<file path="config.mk">
export PLATFORM = sky130hd
export DESIGN_NAME = binary_thinning_subpass
export DESIGN_NICKNAME = d
export VERILOG_FILES = /design/src/rtl/bts_pkg.sv /design/src/rtl/binary_thinning_subpass.sv /design/src/rtl/bts_lane.sv /design/src/rtl/bts_merge.sv /design/src/rtl/bts_out_fifo.sv
export SDC_FILE = /design/constraint.sdc
export NUM_CORES = 2
export LEC_CHECK = 0
export BUFFER_PORTS_ARGS = -buffer_cell sky130_fd_sc_hd__buf_2
export CELL_PAD_IN_SITES_DETAIL_PLACEMENT = 0
export CELL_PAD_IN_SITES_GLOBAL_PLACEMENT = 1
export CORE_AREA = 2 2 401 403
export CTS_BUF_LIST = sky130_fd_sc_hd__clkbuf_4 sky130_fd_sc_hd__clkbuf_8 sky130_fd_sc_hd__clkbuf_16
export DETAILED_ROUTE_END_ITERATION = 10
export DIE_AREA = 0 0 403 405
export PLACE_DENSITY = 0.85
export SETUP_SLACK_MARGIN = 0.2
export SLEW_MARGIN = 25
export SYNTH_ARGS = -nofsm -noshare
export SYNTH_HDL_FRONTEND = slang
export SYNTH_HIERARCHICAL = 1
export SYNTH_SLANG_ARGS = --single-unit
</file>
<file path="constraint.sdc">
create_clock -name clk_i -period 10.2 [get_ports clk_i]
set_input_delay 0.51 -clock clk_i [delete_from_list [all_inputs] [get_ports clk_i]]
set_output_delay 0.51 -clock clk_i [all_outputs]
set_load 0.05 [all_outputs]
</file>
<file path="src/rtl/bts_pkg.sv">
// Shared types and constants for the binary thinning sub-pass block.
// Depends on nothing; every module of the block imports it.
`timescale 1ns / 1ps

package bts_pkg;

  localparam int unsigned MaxWidth       = 64;  // row width in columns (1 to 64)
  localparam int unsigned RowW           = 64;  // width of a row field on the ports
  localparam int unsigned WidthW         = 7;   // width of the row_width register
  localparam int unsigned CfgIdxW        = 2;
  localparam int unsigned CfgDataW       = 7;
  localparam int unsigned SumW           = 4;
  localparam int unsigned NeighbourLimit = 7;
  localparam int unsigned FifoDepth      = 4;
  localparam int unsigned FifoPtrW       = $clog2(FifoDepth);
  localparam int unsigned FifoCntW       = $clog2(FifoDepth + 1);

  typedef enum logic [CfgIdxW-1:0] {
    CFG_ROW_WIDTH = 2'd0,
    CFG_SUB_PASS  = 2'd1
  } cfg_idx_e;

  // Rows held so far: saturates at two.
  typedef enum logic [1:0] {
    SEEN_NONE,
    SEEN_ONE,
    SEEN_TWO
  } rows_seen_e;

  typedef struct packed {
    logic [RowW-1:0] row_bits;
    logic            final_row;
  } in_beat_t;

  typedef struct packed {
    logic [RowW-1:0] out_row_bits;
    logic            out_final;
  } out_beat_t;

  // 3x3 window around one pixel; bit 0 is column c-1, bit 2 is column c+1.
  typedef struct packed {
    logic [2:0] up;
    logic [2:0] mid;
    logic [2:0] down;
  } window_t;

  // Pushes into the result queue; second implies first.
  typedef struct packed {
    logic first;
    logic second;
  } push_t;

  typedef struct packed {
    logic [FifoCntW-1:0] count;
    logic                pop;
  } fifo_status_t;

endpackage

</file>
<file path="src/rtl/binary_thinning_subpass.sv">
// Zhang-Suen thinning sub-pass over a row stream: lanes, merge stage, result queue.
// A result beat is pushed into the result queue as the row that completes it is taken.
// Throughput: one row per cycle while the queue has room; the lanes take all columns
// of a row at once and the four-entry result queue absorbs a final row's two beats.
// Reset: width 64, first sub-pass, no rows held, queue empty.
// Depends on bts_pkg, bts_lane, bts_merge and bts_out_fifo.
`timescale 1ns / 1ps

module binary_thinning_subpass
  import bts_pkg::*;
(
  input  logic                clk_i,
  input  logic                rst_ni,
  // configuration write channel
  input  logic                cfg_valid_i,
  output logic                cfg_ready_o,
  input  logic [CfgIdxW-1:0]  cfg_index_i,
  input  logic [CfgDataW-1:0] cfg_data_i,
  // input rows
  input  logic                in_valid_i,
  output logic                in_ready_o,
  input  in_beat_t            in_data_i,
  // output rows
  output logic                out_valid_o,
  input  logic                out_ready_i,
  output out_beat_t           out_data_o
);

  // ---------------------------------------------------------------------------
  // Config registers; user must write only while the block is idle (not enforced).
  // ---------------------------------------------------------------------------
  logic [WidthW-1:0] row_width_q;
  logic              sub_pass_q;
  logic              cfg_write;

  assign cfg_ready_o = 1'b1;
  assign cfg_write   = cfg_valid_i && cfg_ready_o;

  always_ff @(posedge clk_i or negedge rst_ni) begin
    if (!rst_ni) begin
      row_width_q <= WidthW'(MaxWidth);
      sub_pass_q  <= 1'b0;
    end else if (cfg_write) begin
      unique case (cfg_index_i)
        CFG_ROW_WIDTH: row_width_q <= cfg_data_i[WidthW-1:0];
        CFG_SUB_PASS:  sub_pass_q  <= cfg_data_i[0];
        default: ;  // writes beyond the register list are dropped
      endcase
    end
  end

  // Clamp the width: zero counts as one, anything above MaxWidth saturates.
  logic [WidthW-1:0] width_eff;

  always_comb begin
    if (row_width_q == '0) begin
      width_eff = WidthW'(1);
    end else if (row_width_q > WidthW'(MaxWidth)) begin
      width_eff = WidthW'(MaxWidth);
    end else begin
      width_eff = row_width_q;
    end
  end

  // ---------------------------------------------------------------------------
  // Row history and handshake
  // ---------------------------------------------------------------------------
  rows_seen_e      state_q, state_d;
  logic [RowW-1:0] row_above_q, row_above_d;
  logic [RowW-1:0] row_middle_q, row_middle_d;
  logic            in_accept;
  fifo_status_t    fifo_status;

  // Take a row only while two free queue slots remain, the most that one row pushes.
  assign in_ready_o = fifo_status.count <= FifoCntW'(FifoDepth - 2);
  assign in_accept  = in_valid_i && in_ready_o;

  // ---------------------------------------------------------------------------
  // Lanes: one per interior column, fed from the unthinned rows.
  // The incoming row is the row below the middle one.
  // ---------------------------------------------------------------------------
  logic [RowW-1:0] lane_del;

  for (genvar c = 0; c < RowW; c++) begin : g_lane
    if (c >= 1 && c <= MaxWidth - 2) begin : g_core
      window_t win;
      assign win.up   = row_above_q[c+1:c-1];
      assign win.mid  = row_middle_q[c+1:c-1];
      assign win.down = in_data_i.row_bits[c+1:c-1];
      bts_lane u_lane (
        .win_i      (win),
        .sub_pass_i (sub_pass_q),
        .del_o      (lane_del[c])
      );
    end else begin : g_edge
      assign lane_del[c] = 1'b0;
    end
  end

  logic [RowW-1:0] thin_row;
  logic [RowW-1:0] col_mask;

  bts_merge u_merge (
    .mid_i   (row_middle_q),
    .del_i   (lane_del),
    .width_i (width_eff),
    .thin_o  (thin_row),
    .mask_o  (col_mask)
  );

  // ---------------------------------------------------------------------------
  // Row sequencer: next state
  // ---------------------------------------------------------------------------
  always_comb begin
    state_d = state_q;
    if (in_accept) begin
      if (in_data_i.final_row) begin
        state_d = SEEN_NONE;  // flush done, ready for a new image
      end else begin
        unique case (state_q)
          SEEN_NONE: state_d = SEEN_ONE;
          SEEN_ONE:  state_d = SEEN_TWO;
          SEEN_TWO:  state_d = SEEN_TWO;
          default:   state_d = SEEN_NONE;
        endcase
      end
    end
  end

  // ---------------------------------------------------------------------------
  // Row sequencer: outputs (queue pushes and history update)
  // ---------------------------------------------------------------------------
  push_t     push;
  out_beat_t first_beat;
  out_beat_t second_beat;

  always_comb begin
    push                     = '0;
    row_above_d              = row_above_q;
    row_middle_d             = row_middle_q;
    // the incoming row itself, used when it is flushed as the bottom border
    second_beat.out_row_bits = in_data_i.row_bits & col_mask;
    second_beat.out_final    = 1'b1;
    first_beat.out_row_bits  = row_middle_q & col_mask;
    first_beat.out_final     = 1'b0;
    if (in_accept) begin
      unique case (state_q)
        SEEN_NONE: begin
          if (in_data_i.final_row) begin
            // single-row image passes straight through
            push.first = 1'b1;
            first_beat = second_beat;
          end
        end
        SEEN_ONE: begin
          // top border row passes unchanged
          push.first  = 1'b1;
          push.second = in_data_i.final_row;
        end
        SEEN_TWO: begin
          push.first              = 1'b1;
          push.second             = in_data_i.final_row;
          first_beat.out_row_bits = thin_row;
        end
        default: ;
      endcase
      if (in_data_i.final_row) begin
        row_above_d  = '0;
        row_middle_d = '0;
      end else begin
        row_above_d  = row_middle_q;
        row_middle_d = in_data_i.row_bits;
      end
    end
  end

  always_ff @(posedge clk_i or negedge rst_ni) begin
    if (!rst_ni) begin
      state_q      <= SEEN_NONE;
      row_above_q  <= '0;
      row_middle_q <= '0;
    end else begin
      state_q      <= state_d;
      row_above_q  <= row_above_d;
      row_middle_q <= row_middle_d;
    end
  end

  // ---------------------------------------------------------------------------
  // Result queue
  // ---------------------------------------------------------------------------
  bts_out_fifo u_out_fifo (
    .clk_i    (clk_i),
    .rst_ni   (rst_ni),
    .push_i   (push),
    .first_i  (first_beat),
    .second_i (second_beat),
    .valid_o  (out_valid_o),
    .ready_i  (out_ready_i),
    .data_o   (out_data_o),
    .status_o (fifo_status)
  );

  // ---------------------------------------------------------------------------
  // Assertions
  // ---------------------------------------------------------------------------
  a_fifo_bound : assert property (@(posedge clk_i) disable iff (!rst_ni)
    fifo_status.count <= FifoCntW'(FifoDepth))
    else $error("result queue overfilled");

  a_final_clears : assert property (@(posedge clk_i) disable iff (!rst_ni)
    (in_accept && in_data_i.final_row) |=> (state_q == SEEN_NONE && row_middle_q == '0))
    else $error("final row did not return the history to empty");

  a_first_row_silent : assert property (@(posedge clk_i) disable iff (!rst_ni)
    (in_accept && state_q == SEEN_NONE && !in_data_i.final_row) |=>
      (fifo_status.count == $past(fifo_status.count) - FifoCntW'($past(fifo_status.pop))))
    else $error("first row of an image produced a beat");

endmodule

</file>
<file path="src/rtl/bts_lane.sv">
// One thinning lane: decides whether the centre pixel of a 3x3 window is removed.
// Depends on bts_pkg.
`timescale 1ns / 1ps

module bts_lane
  import bts_pkg::*;
(
  input  window_t win_i,
  input  logic    sub_pass_i,
  output logic    del_o
);

  logic [7:0]      ring;
  logic [SumW-1:0] sum;
  logic [SumW-1:0] trans;
  logic            keep_products;

  // ring order P2..P9
  assign ring = {win_i.up[0], win_i.mid[0], win_i.down[0], win_i.down[1],
                 win_i.down[2], win_i.mid[2], win_i.up[2], win_i.up[1]};

  always_comb begin
    sum   = '0;
    trans = '0;
    for (int k = 0; k < 8; k++) begin
      sum = sum + SumW'(ring[k]);
      if (!ring[k] && ring[(k + 1) % 8]) begin
        trans = trans + SumW'(1);
      end
    end
  end

  // ring[0]=P2, ring[2]=P4, ring[4]=P6, ring[6]=P8
  always_comb begin
    if (sub_pass_i) begin
      keep_products = !(ring[0] & ring[2] & ring[6]) && !(ring[0] & ring[4] & ring[6]);
    end else begin
      keep_products = !(ring[0] & ring[2] & ring[4]) && !(ring[2] & ring[4] & ring[6]);
    end
  end

  assign del_o = win_i.mid[1] && (sum > SumW'(1)) && (sum < SumW'(NeighbourLimit))
                 && (trans == SumW'(1)) && keep_products;

endmodule

</file>
<file path="src/rtl/bts_merge.sv">
// Merge stage: combines the lane decisions with the column mask into the thinned row.
// Depends on bts_pkg.
`timescale 1ns / 1ps

module bts_merge
  import bts_pkg::*;
(
  input  logic [RowW-1:0]   mid_i,
  input  logic [RowW-1:0]   del_i,
  input  logic [WidthW-1:0] width_i,
  output logic [RowW-1:0]   thin_o,
  output logic [RowW-1:0]   mask_o
);

  logic [RowW-1:0] interior;

  always_comb begin
    for (int c = 0; c < RowW; c++) begin
      mask_o[c]   = WidthW'(c) < width_i;
      interior[c] = (c > 0) && (WidthW'(c + 1) < width_i);
    end
  end

  // border columns are never cleared; columns beyond the width are forced to zero
  assign thin_o = mid_i & mask_o & ~(del_i & interior);

endmodule

</file>
<file path="src/rtl/bts_out_fifo.sv">
// Result queue: takes up to two beats per cycle and hands out one.
// Depends on bts_pkg.
`timescale 1ns / 1ps

module bts_out_fifo
  import bts_pkg::*;
(
  input  logic         clk_i,
  input  logic         rst_ni,
  input  push_t        push_i,
  input  out_beat_t    first_i,
  input  out_beat_t    second_i,
  output logic         valid_o,
  input  logic         ready_i,
  output out_beat_t    data_o,
  output fifo_status_t status_o
);

  out_beat_t           mem_q [FifoDepth];
  logic [FifoPtrW-1:0] wptr_q, wptr_d;
  logic [FifoPtrW-1:0] rptr_q, rptr_d;
  logic [FifoCntW-1:0] count_q, count_d;
  logic                pop;

  assign valid_o = count_q != '0;
  assign data_o  = mem_q[rptr_q];
  assign pop     = valid_o && ready_i;

  always_comb begin
    wptr_d  = wptr_q + FifoPtrW'(push_i.first) + FifoPtrW'(push_i.second);
    rptr_d  = rptr_q + FifoPtrW'(pop);
    count_d = count_q + FifoCntW'(push_i.first) + FifoCntW'(push_i.second)
              - FifoCntW'(pop);
  end

  always_ff @(posedge clk_i) begin
    if (push_i.first) begin
      mem_q[wptr_q] <= first_i;
    end
    if (push_i.second) begin
      mem_q[wptr_q + FifoPtrW'(1)] <= second_i;
    end
  end

  always_ff @(posedge clk_i or negedge rst_ni) begin
    if (!rst_ni) begin
      wptr_q  <= '0;
      rptr_q  <= '0;
      count_q <= '0;
    end else begin
      wptr_q  <= wptr_d;
      rptr_q  <= rptr_d;
      count_q <= count_d;
    end
  end

  assign status_o.count = count_q;
  assign status_o.pop   = pop;

endmodule

</file>
## Yosys cells after proc, flatten, opt, wreduce, memory -nomap -nowiden

Memories as Yosys holds them, arrays and structs flattened.
Cells that the tools add are included.

- Add/sub/neg operators: 875
- Bitwise gates (word level): 439
- Equality and inequality tests: 65
- Multiplexer cells: 576
- Order comparisons: 191
- Reductions and logical operators: 1,195

Operators by type and width:

| operator | number |
|---|---|
| 2-to-1 mux 4 bit | 434 |
| adder 4 x 1 -> 4 bit | 372 |
| adder 4 x 1 -> 4 bit, second input constant | 372 |
| logical AND 1 bit | 748 |
| zero test 1 bit | 440 |
| AND 1 bit | 434 |
| == test 4 x 1 -> 1 bit, second input constant | 62 |
| greater-than comparator 4 x 1 -> 1 bit, second input constant | 62 |
| less-than comparator 4 x 3 -> 1 bit, second input constant | 62 |
| less-than comparator 6 x 7 -> 1 bit, first input constant | 32 |
| AND 64 bit | 3 |
| 2-to-1 mux 1 bit | 131 |
| 2-to-1 mux 65 bit | 2 |
| 2-to-1 mux 64 bit | 2 |
| one-hot mux 64 bit (2 select lines) | 1 |
| adder 1 x 1 -> 2 bit | 62 |
| adder 1 x 1 -> 2 bit, second input constant | 62 |
| less-than comparator 5 x 7 -> 1 bit, first input constant | 16 |
| AND 63 x 64 -> 64 bit | 1 |
| NOT 64 bit | 1 |
| less-than comparator 4 x 7 -> 1 bit, first input constant | 8 |
| less-than comparator 3 x 7 -> 1 bit, first input constant | 4 |
| less-than comparator 1 x 7 -> 1 bit, first input constant | 2 |
| less-than comparator 2 x 7 -> 1 bit, first input constant | 2 |
| 18 further kinds | 26 |

- Output and inout bits: 68
- Word-level logic and storage cells: 3,350
- Input bits: 79
- Bits in writable memories: 260
- Bits in registers: 145
- Memories: 1

Memories:

| name | words | bits a word | rd ports | clocked after memory_dff | wr ports | line | text |
|---|---|---|---|---|---|---|---|
| u_out_fifo.mem_q | 4 | 65 | 1 | 0 | 2 | bts_out_fifo.sv:19 | `out_beat_t mem_q [FifoDepth];` |

## Longest topological paths before layout

- Depth after elaboration: 25
- Mapped depth: 31
- Depth with buffers taken out: 30

## By module

Netlist, hierarchy kept.

By module, submodules not included:

| module | cells each | instances | area an instance (um^2) | sequential area each (um^2) |
|---|---|---|---|---|
| bts_lane (g_lane[10].g_core.u_lane ...) | 112 | 37 | 840.8 | 0.0 |
| bts_lane (g_lane[43].g_core.u_lane ...) | 95 | 24 | 710.7 | 0.0 |
| bts_out_fifo | 661 | 1 | 12,872.3 | 7,982.7 |
| binary_thinning_subpass | 907 | 1 | 7,800.0 | 3,454.6 |
| bts_merge | 275 | 1 | 1,582.8 | 0.0 |
| bts_lane (g_lane[7].g_core.u_lane) | 104 | 1 | 785.8 | 0.0 |

## Least setup slack after synthesis

Ideal clock, no wire load.

- Kind: register to register
- Start: register u_out_fifo.count_q[0]
- End: memory u_out_fifo/mem_q[0][0] (netlist name) (enable)
- Buffers on the path: 3
- Data required time: 9.616 ns
- Slack: 2.899 ns
- Arrival time: 6.717 ns
- Period minus slack after synthesis: 7.301 ns
- Cell stages (with the launch flop): 10
- Library setup time: 0.584 ns
- Cells stage by stage: dfrtp_1 -> a21o_1 -> inv_2 -> nand2_1 -> buf_2 -> buf_6 -> buf_6 -> nor3_1 -> inv_1 -> o31ai_1

RTL lines:

| what | line | text |
|---|---|---|
| start: declaration | bts_out_fifo.sv:22 | `logic [FifoCntW-1:0] count_q, count_d;` |
| start signal: assignment | bts_out_fifo.sv:53 | `count_q <= count_d;` |
| end: declaration | bts_out_fifo.sv:19 |  |

==> impl_metrics.csv <==
group,metric,value,unit
pwr,power_density,318,nW/um^2
setup_path,endpoint_kind,"flip-flop",
sta,hold_violations,0,
clock_network,numCtsBuffers,49,
floorplanning,die_area,163000,um^2
route,wl_per_cell,20.1,um
worst_hold_path,hp-class,"input port to flip-flop",
setup_path,reg2reg_depth,29,
route,drc,0,
sta,fin_skew,0.0305,ns
grt,grt_first_pass_wirelength,335000,um
clock_network,cts_tree,"yes",
setup_path,criticalPathCategory,"flip-flop to flip-flop",
place,io_buffers,145,
layout,multi_input_area,54600,um^2
setup_path,cp.buffers_inverters,2,
setup_path,path_max_fanout,24,
clock_network,cts_resized,0,
floorplanning,io_pins,147,
route,drtAntennaViolNets,0,
layout,area_delta_synth_final,5.86,%
worst_hold_path,worstHoldStart,"cfg_data_i[2]",
setup_path,critPathArrivalTime,7.88,ns
route,initialDrtViolationCount,5704,
sta,slew-limit-headroom,22.3,%
pwr,p_clk_share,7.8,%
layout,fin_cells,10400,
sta,fmax,132,MHz
sta,worst_pin_slew,1.16,ns
layout,layout-drive-gt1-share,11.6,%
grt,grt_start_max_net_pins,123,
pwr,sw_frac_of_total,52.9,%
setup_path,rrSetupSlack,2.65,ns
floorplanning,die-height,405,um
route,vias_per_cell,6.19,
clock_network,cts_max_level,2,
sta,finalMaxSlewViolations,0,
run_status,status,"finished clean",
grt,grt_usage,24.7,%
setup_path,crit_top_cell,"ha_1",
pwr,p_sw,12.7,mW
route,routed_wl,209000,um
layout,nets,9218,
sta,setup_violations,0,
worst_hold_path,holdPathEnd,"row_width_q[2]",
layout,n_fill_cell,15000,
grt,grt_pass1_vias,62200,
grt,overflow,0,
pwr,pwr-share-seq,13.4,%
flow_run,cap_violations,0,
floorplanning,die_w,403,um
setup_path,r2r-start,"row_middle_q[37]",
worst_hold_path,min_path_cells,2,
setup_path,cp-start-kind,"flip-flop",
sta,period_share,74.1,%
yosys,ys.warnings.count,6,
yosys,synthCells,8370,
clock_network,clock-sinks,405,
yosys,avgSynthCellArea,8.51,um^2
floorplanning,core,159000,um^2
route,vias,64300,
clock_network,cts.clk_slew.worst_paths,0.07,ns
setup_path,max_stage_delay,0.86,ns
grt,antenna_found_initial,27,
floorplanning,rows,147,
setup_path,critPathSlowestCell,"dfrtp_1",
clock_network,clk_path_buf_depth,3,
pwr,vdd_drop_max,206,uV
route,first_pass_iters,5,
clock_network,cts-root-buf,"clkbuf_16",
sta,rsz0062_at_grt,"false",
floorplanning,start_util,44.7,%
setup_path,timing.rr.end,"u_out_fifo/mem_q[0][37]",
yosys,syn_area,71200,um^2
clock_network,clock_latency,0.61,ns
setup_path,cp-startpoint,"row_middle_q[37]",
setup_path,worst_ep_required_time,10.53,ns
place,dp_hpwl,146000,um
pwr,internal_power,11.3,mW
sta,period_minus_slack,7.55,ns
pwr,p_leak,30.4,nW
setup_path,critPathTopFamily,"simple AND/OR/NAND/NOR gates",
place,gp_congestion,0.926,
pwr,pwr-share-comb,78.8,%
sta,fin_tns_setup,0,ns
layout,post-route-util,47.3,%
place,dpl.cell_count,10300,
layout,register_area,11400,um^2
routing by layer:
layer | share of wire (%) | track usage, %
met3 | 7.4 | 3.53
met4 | 3.1 | 7.94
met1 | 43 | 33.3
met2 | 46 | 40.8
met5 | 0.030 | 0
timing repair:
action                                  in CTS  in global routing
endpoints found under the hold margin       38                  0
buffers inserted                             0                  0
endpoints found under the setup margin       0                  0
hold buffers                                 1                  0
stage by stage:
step | area, um^2 | worst slack (ns) | hold slack (ns) | total power [mW]
after floorplan | 71200 | 2.90 | 0.214 | 17.5
after global placement | 73600 | 2.82 | 0.461 | 21.1
after detailed placement | 73600 | 2.74 | 0.468 | 21.9
after CTS | 75300 | 2.68 | 0.160 | 23.9
after global routing | 75400 | 2.21 | 0.185 | 26.4
final | 75400 | 2.65 | 0.186 | 24.0
state kept, by name, indices dropped and copies added (netlist names):
register,flops
u_out_fifo/mem_q,260
row_above_q,64
row_middle_q,64
row_width_q,7
u_out_fifo/count_q,3
state_q,2
u_out_fifo/rptr_q,2
u_out_fifo/wptr_q,2
sub_pass_q,1
worst max-delay path by stage:
stage / end / cells after the start
after floorplan: u_out_fifo/mem_q[0][0] / 9
after global placement: u_out_fifo/mem_q[3][9] / 29
after detailed placement: u_out_fifo/mem_q[3][9] / 29
after CTS: u_out_fifo/mem_q[2][9] / 29
after global routing: u_out_fifo/mem_q[0][37] / 29
final: u_out_fifo/mem_q[0][37] / 29
placed cells by master, fill, tap and decap left out, types with 149 or more instances in the layout:
cell        n
nor2_1    254
mux2_2    228
edfxtp_1  260
nand2_1   442
o21ai_0   606
fa_1      251
mux2i_1   174
ha_1      625
nor3_1    167
nand2b_1  275
xnor2_1   251
a211oi_1  166
xor2_1    149
nor2b_1   248
nor4_1    152
o31a_1    175
inv_1     914
a21oi_1   350
final cells by class:
cell class	instances	area share, %
Clock inverter	36	0.526
Tap cell	2086	3.46
Timing Repair Buffer	252	2.11
Multi-Input combinational cell	6634	72.4
Clock buffer	55	1.71
Inverter	920	4.59
Antenna cell	10	0.0332
Sequential cell	405	15.2
power groups by stage:
stage	combinational (mW)	clock, mW	sequential (mW)
2_1_floorplan	14.5	0	2.98
3_5_place_dp	18.7	0	3.23
4_1_cts	18.8	1.90	3.20
3_3_place_gp	17.9	0	3.21
5_1_grt	21.1	1.95	3.31
6_report	18.9	1.88	3.21
Power figures use the tool's default switching activity.
